$ cat config.mk
export PLATFORM = sky130hd
export DESIGN_NAME = kmc_div
export DESIGN_NICKNAME = d
export VERILOG_FILES = /design/src/kmc_pkg.sv /design/src/kmc_div.sv
export SDC_FILE = /design/constraint.sdc
export NUM_CORES = 1
export LEC_CHECK = 0
export ABC_AREA = 1
export BUFFER_PORTS_ARGS = -buffer_cell sky130_fd_sc_hd__buf_2
export CORE_UTILIZATION = 62
export CTS_BUF_LIST = sky130_fd_sc_hd__clkbuf_16
export DETAILED_ROUTE_END_ITERATION = 7
export HOLD_SLACK_MARGIN = 0.06
export PLACE_DENSITY = 0.87
export SLEW_MARGIN = 20
export SYNTH_ARGS = -nofsm -noshare
export SYNTH_HDL_FRONTEND = slang
export SYNTH_SLANG_ARGS = --single-unit
export TNS_END_PERCENT = 1
$ cat constraint.sdc
create_clock -name clk_i -period 5.96 [get_ports clk_i]
set_input_delay 1.788 -clock clk_i [delete_from_list [all_inputs] [get_ports clk_i]]
set_output_delay 1.788 -clock clk_i [all_outputs]
set_load 0.03 [all_outputs]
$ cat src/kmc_pkg.sv
// kmc_pkg: shared types and constants for the color k-means core.
// No dependencies.
`timescale 1ns / 1ps
package kmc_pkg;
  localparam int unsigned ChanW  = 8;
  localparam int unsigned FixW   = 16;
  localparam int unsigned PointW = 3 * ChanW;
  localparam int unsigned CentW  = 3 * FixW;
  localparam int unsigned IdxW   = 4;
  localparam int unsigned DistW  = 34;

  localparam logic [0:0] RegClusterCount = 1'b0;
  localparam logic [0:0] RegEpochCount   = 1'b1;

  typedef struct packed {
    logic       start;
    logic [7:0] numer_hi;
    logic [7:0] numer_lo;
  } kmc_div_req_t;

  typedef struct packed {
    logic            busy;
    logic            done;
    logic [FixW-1:0] quot;
  } kmc_div_rsp_t;
endpackage

$ cat src/kmc_div.sv
// kmc_div: restoring divider, one quotient bit per cycle.
// Depends on kmc_pkg. Computes floor(sum*256/size), truncated to 16 bits.
`timescale 1ns / 1ps
module kmc_div
  import kmc_pkg::*;
#(
  parameter int unsigned SumW  = 20,
  parameter int unsigned SizeW = 13
) (
  input  logic             clk_i,
  input  logic             rst_ni,
  input  logic             start_i,
  input  logic [SumW-1:0]  sum_i,
  input  logic [SizeW-1:0] size_i,
  output kmc_div_rsp_t     rsp_o
);
  localparam int unsigned NumW = SumW + 8;
  localparam int unsigned CntW = $clog2(NumW + 1);

  logic [NumW-1:0]  num_q, num_d;
  logic [SizeW:0]   rem_q, rem_d;
  logic [SizeW-1:0] den_q;
  logic [CntW-1:0]  cnt_q, cnt_d;
  logic             busy_q, done_q;
  logic [SizeW:0]   trial;
  logic [SizeW+1:0] diff;

  always_comb begin
    trial = {rem_q[SizeW-1:0], num_q[NumW-1]};
    diff  = {1'b0, trial} - {2'b00, den_q};
    num_d = {num_q[NumW-2:0], ~diff[SizeW+1]};
    rem_d = diff[SizeW+1] ? trial : diff[SizeW:0];
    cnt_d = cnt_q - CntW'(1);
  end

  always_ff @(posedge clk_i or negedge rst_ni) begin
    if (!rst_ni) begin
      busy_q <= 1'b0;
      done_q <= 1'b0;
      cnt_q  <= '0;
    end else begin
      done_q <= 1'b0;
      if (start_i) begin
        busy_q <= 1'b1;
        num_q  <= {sum_i, 8'h00};
        rem_q  <= '0;
        den_q  <= size_i;
        cnt_q  <= CntW'(NumW);
      end else if (busy_q) begin
        num_q <= num_d;
        rem_q <= rem_d;
        cnt_q <= cnt_d;
        if (cnt_q == CntW'(1)) begin
          busy_q <= 1'b0;
          done_q <= 1'b1;
        end
      end
    end
  end

  assign rsp_o.busy = busy_q;
  assign rsp_o.done = done_q;
  assign rsp_o.quot = num_q[FixW-1:0];
endmodule

# After elaboration in Yosys (flattened, before gate mapping)
# Cells that the tools add are included.
classes:
  addsub: 2
  n_eq_ne: 1
  muxes: 12
  n_bitwise: 1
  n_reduce_logical: 3
op_table:
  columns: ["operator", "count"]
  rows:
  - ["$mux 28", 2]
  - ["$mux 14", 2]
  - ["$sub 14x13->15", 1]
  - ["$mux 5", 2]
  - ["$mux 1", 6]
  - ["$eq 5x1->1 const B", 1]
  - ["$sub 5x1->5 const B", 1]
  - ["$reduce_and 2->1", 2]
  - ["$reduce_bool 2->1", 1]
  - ["$not 1->1", 1]
word_totals:
  register_bits: 62

# Longest topological paths before layout
# Gate-level depths: netlist (run 1).
logic_depth:
  word_depth: 4
  ltp_mapped: 12
  depth_no_buf: 12

# Worst setup path before layout (run 1)
# Ideal clock, no wire load.
synth_path:
  path_type: "input -> register"
  start: "input port start_i"
  end: "register num_q[10], enable pin"
  setup_time_ns: 0.397
  t_arrival_ns: 3.116
  required_ns: 5.563
  setup_slack_ns: 2.447
  path_stages: 4
  n_path_buf: 2
  cell_sequence: "buf_2 -> nor2_1 -> clkbuf_1 -> nor2_1"
synth_between:
  elab_chain_len: 2
synth_rtl:
  columns: ["item", "line", "text"]
  rows:
  - ["from (decl)", "kmc_div.sv:12", "input logic start_i,"]
  - ["$reduce_bool 2->1 (no source line)", null, null]
  - ["$reduce_and 2->1 (no source line)", null, null]
  - ["to (signal assigned)", "kmc_div.sv:45", "num_q <= {sum_i, 8'h00};"]
  - ["to (signal assigned)", "kmc_div.sv:50", "num_q <= num_d;"]
  - ["to (decl)", "kmc_div.sv:20", "logic [NumW-1:0] num_q, num_d;"]
# No other way between the ends.
# A chain may end at the register's enable or synchronous reset.

==> run metrics, run 1 <==
# diodes=0; flop and latch count out of synthesis=61; Final period util=0.569; Max-slew headroom=0.308; share of layout cells above drive strength 1=0.200; syn_area_per_cell=9.13 sq um; critical path capture point type=flip-flop; largest net degree at the start of global routing=31; Peak Freq=0.295 GHz; Post-Syn Area=3620 sq um; core area=5570 sq um; status=complete, no violations; Setup Fix Bufs, Post-CTS=0; Synth Area in Compound Gates=0.0880; vias in the first global route=2852; total CTS buffers=9; H-tree depth=3; Clock Skews=0.00422 ns; drt wl/cell=15.0 microns; RSZ-0062 raised after global routing=false; Final ANT Viol Nets=0; clock root buffer=clkbuf_16; initial antenna violation count=0; flip-flop and latch area=1800 sq um; Pins Over Slew Limit=0; asr flop ratio synth=0.115; DR DRC count=0; Ports=54; Synth Warn #=0; Die Width=78.5 microns; final net count=488; Pre-antenna DRT Iters=5; WHS Path Cells=1; clock-pin slew on the worst setup and hold paths=0.05 ns; Fillers=397; hold bufs inserted after CTS=0; Vias=2828; WL final=7720 microns; die extent in y=78.5 microns; register area share after synthesis=0.496; WP data arrival=3.55 ns; startpoint types=primary input; Peak VDD IR=0.000225 V; Synth Area in Adders=0.0573; Port Buffer Count=53; Total Negative Setup Slacks=0 ns; Row Count=27; Final Hold Viols=0; post-synthesis cell count=397; final setup vio count=0; Final min period=3.39 ns; Tightest Hold Check Type=flip-flop to flip-flop; max_cap viols=0; clock sink total=61; worst skew pair latency=0.33 ns; most frequent cells in the layout=nand2_1 (98), inv_1 (71), edfxtp_1 (54); CTS tree=done; Worst Max-Slew Pin Slew=1.03 ns; post_cts resized=0; Static Leak=0.00202 uW; Vias/cell=5.51; DIE AREA=6160 sq um; HPWL after DPL=5160 microns; mux share of post-synthesis cell area=0; commonest non-fill, non-tap cell in the layout=nand2_1; Synth Flop Type=edfxtp_1; number of synthesized flops with an enable pin=54; GRT Util Overall=0.281; WHS=0.528 ns; Synthesized Nets=449; multi-input logic area=1370 sq um; clk buf depth=2; gr ovfl total=0; Initial Util=0.650; cell area power density=330 nW/um^2; CP Data Required Time=6.12 ns; CP Max Fanout=26; post-synthesis simple-gate area fraction=0.223; largest family of logic cells by synthesized area=simple AND/OR/NAND/NOR gates; global placer's final weighted congestion=0.853; Reg2Reg Depth=11; area delta synth->final=12.9%; drt first-iter violations=201; post-synthesis xor/xnor area fraction=0.00967; Yosys cell types=33; first-pass GRT wire length=13000 microns; Worst Path Class, Setup=primary input to flip-flop
logic make-up after synthesis:
kind of cell,count (synthesis)
buffers and inverters,100
XOR/XNOR,4
AND/OR/NAND/NOR,172
adder cells (fa/ha/maj),16
AO/OA/AOI/OAI,44
flip-flops,61
Yosys cell counts (6+ instances only):
cell type,n,area share
nand2_1,98,0.10
ha_1,15,0.052
o21ai_0,9,0.012
clkbuf_1,6,0.0062
o22ai_1,8,0.014
nand3_1,28,0.039
inv_1,70,0.072
edfxtp_1,54,0.45
a22o_1,19,0.046
nand3_2,6,0.017
nor2_1,17,0.018
dfrtp_1,7,0.048
buf_4,18,0.037
flip-flops by register name (all words and copies together), names as in the netlist:
name,cells
den_q,13
num_q,28
cnt_q,5
busy_q,1
rem_q,13
done_q,1
per-stage QoR:
stage	cell area, sq um	utilization	worst slack, ns	std cells	total power [uW]
final	4090	0.734	2.57	513	1350
after global routing	4090	0.734	2.34	513	1410
after CTS	4090	0.734	2.62	513	1350
after detailed placement	3810	0.684	2.30	497	850
after global placement	3810	0.684	2.38	497	839
after floorplan	3620	-	2.45	397	786
path summary, 6_finish.rpt:
| path | start | endpoint | slack, ns |
|---|---|---|---|
| max in group asynchronous | rst_ni | cnt_q[2] | 4.03 |
| hold / removal | cnt_q[4] | cnt_q[4] | 0.53 |
| min in group asynchronous | rst_ni | cnt_q[0] | 1.50 |
| setup / recovery | start_i | num_q[5] | 2.57 |
| setup reg to reg | rem_q[9] | rem_q[12] | 3.61 |
| hold reg to reg | cnt_q[4] | cnt_q[4] | 0.53 |
where the power goes:
part           internal [uW]  switching (uW)  leakage (uW)  total [uW]
Sequential               515            23.6      0.000611         538
Combinational            113             201       0.00127         314
Clock                    316             181      0.000139         497
worst max-delay path, stage by stage:
cell	delay, ns
buf_2	0.25
nor2_1	0.84
inv_1	0.41
o22ai_1	0.27
routing by layer:
| metal | routed length (microns) | vias up | GRT usage |
|---|---|---|---|
| met5 | 0 | - | 0 |
| met4 | 144 | 0 | 0.133 |
| met1 | 3260 | 1332 | 0.366 |
| met2 | 3920 | 106 | 0.463 |
| met3 | 396 | 17 | 0.0407 |
| li1 | - | 1373 | - |
cell type report:
| class | instances | area share |
|---|---|---|
| clock buffer | 9 | 0.0550 |
| clock inverter | 7 | 0.0141 |
| multi-input combinational | 236 | 0.334 |
| tap | 72 | 0.0220 |
| inverter | 73 | 0.0670 |
| sequential | 61 | 0.439 |
| timing repair buffer | 55 | 0.0685 |
(Power assumes the default switching activity.)
==> inputs of run 2 (changes only) <==
--- a/config.mk
+++ b/config.mk
@@ -7,11 +7,11 @@
 export LEC_CHECK = 0
 export ABC_AREA = 1
 export BUFFER_PORTS_ARGS = -buffer_cell sky130_fd_sc_hd__buf_2
-export CORE_UTILIZATION = 62
+export CORE_UTILIZATION = 57
 export CTS_BUF_LIST = sky130_fd_sc_hd__clkbuf_16
 export DETAILED_ROUTE_END_ITERATION = 7
 export HOLD_SLACK_MARGIN = 0.06
-export PLACE_DENSITY = 0.87
+export PLACE_DENSITY = 0.81
 export SLEW_MARGIN = 20
 export SYNTH_ARGS = -nofsm -noshare
 export SYNTH_HDL_FRONTEND = slang
==> constraint.sdc (replaced) <==
create_clock -name clk_i -period 3.35 [get_ports clk_i]
set_input_delay 1.005 -clock clk_i [delete_from_list [all_inputs] [get_ports clk_i]]
set_output_delay 1.005 -clock clk_i [all_outputs]
set_load 0.03 [all_outputs]
==> run metrics, run 2 (synthesis results as in run 1) <==
status=complete, no violations; Worst Path Class, Setup=primary input to flip-flop; drt wl/cell=14.5 microns; RSZ-0062 raised after global routing=false; final net count=490; Row Count=28; Routed met3 length=410 microns; Final min period=2.74 ns; Largest regs=num_q (28), den_q (13), rem_q (13); clock-pin slew on the worst setup and hold paths=0.06 ns; share of layout cells above drive strength 1=0.212; Vias=2820; Initial Util=0.602; Setup Fix Bufs, Post-CTS=0; first-pass GRT wire length=12100 microns; die extent in y=81.7 microns; core area=6030 sq um; Total Negative Setup Slacks=0 ns; Max-slew headroom=0.261; met2 wire len=3760 microns; Static Leak=0.00203 uW; worst skew pair latency=0.33 ns; drt first-iter violations=171; global placer's final weighted congestion=0.879; vias in the first global route=2667; largest net degree at the start of global routing=27; post_cts resized=0; Worst Max-Slew Pin Slew=1.10 ns; area delta synth->final=13.9%; clock sink total=61; Final period util=0.817; startpoint types=primary input; Final ANT Viol Nets=0; internal power=1690 uW; Sequential Power Share=0.393; cell area power density=588 nW/um^2; DIE AREA=6680 sq um; sw frac=0.302; NetSw=733 uW; Peak VDD IR=0.000410 V; Ports=54; CP Max Fanout=26; CP Data Required Time=3.51 ns; Pre-antenna DRT Iters=5; commonest non-fill, non-tap cell in the layout=nand2_1; CTS tree=done; WP data arrival=2.90 ns; hold bufs inserted after CTS=0; clock root buffer=clkbuf_16; HPWL after DPL=5180 microns; fin area=4130 sq um; most frequent cells in the layout=nand2_1 (98), inv_1 (70), edfxtp_1 (54); Largest register FFs=28; register with the most flip-flops=num_q; Pins Over Slew Limit=0; clock share of power=0.380; GRT Util Overall=0.246; max_cap viols=0; initial antenna violation count=0; combinational power share=0.227; met1 wire length=3270 microns; DR top layer=met4; Clock Skews=0.00439 ns; final setup vio count=0; critical path capture point type=flip-flop; WL final=7520 microns; Die Width=81.7 microns; total CTS buffers=9; DR DRC count=0; Tightest Hold Check Type=flip-flop to flip-flop; clk buf depth=2; Final Hold Viols=0; Area after DPL=3830 sq um; H-tree depth=3; # diodes=0; Peak Freq=0.365 GHz; Fillers=461; gr ovfl total=0; Vias/cell=5.44; Port Buffer Count=53
[run 2: worst max-delay path, cell delays in order]
cell and delay (ns):
buf_2 0.26, nor2_1 0.90, inv_1 0.45, o22ai_1 0.28
[run 2: through the flow]
step                hold WS [ns]  cells  power [uW]  utilization  setup slack, ns
global placement           0.482    502        1490        0.635            0.470
finish                     0.512    518        2430        0.685            0.612
detailed placement         0.493    502        1510        0.635            0.366
global route               0.566    518        2540        0.685            0.490
floorplan                  0.457    397        1400            -            0.620
CTS                        0.504    518        2440        0.685            0.699
[run 2: final cells by class]
type / instances / area, sq um / share of cell area
multi-input combinational: 236 / 1370 / 0.331
clock buffer: 9 / 225 / 0.0545
timing repair buffer: 57 / 295 / 0.0715
inverter: 73 / 274 / 0.0663
clock inverter: 7 / 76.3 / 0.0185
sequential: 61 / 1800 / 0.435
tap: 75 / 93.8 / 0.0227
[run 2: metal layers]
layer	vias up	track usage
met5	-	0
met4	0	0.0860
met3	11	0.0578
met2	93	0.414
met1	1338	0.309
li1	1378	-
[run 2: final timing paths]
check	start	endpoint	slack, ns	cells past startpoint
max reg2reg	rem_q[9]	rem_q[12]	1.01	11
min reg2reg	cnt_q[4]	cnt_q[4]	0.51	1
min	cnt_q[4]	cnt_q[4]	0.51	1
min in group asynchronous	rst_ni	cnt_q[1]	0.58	1
max in group asynchronous	rst_ni	busy_q	2.22	2
max	start_i	num_q[6]	0.61	4
[run 2: power groups by stage]
stage / combinational [uW] / sequential (uW) / clock, uW
floorplan: 443 / 955 / 0
global placement: 526 / 966 / 0
detailed placement: 543 / 967 / 0
CTS: 549 / 954 / 935
global route: 619 / 961 / 956
finish: 551 / 954 / 922
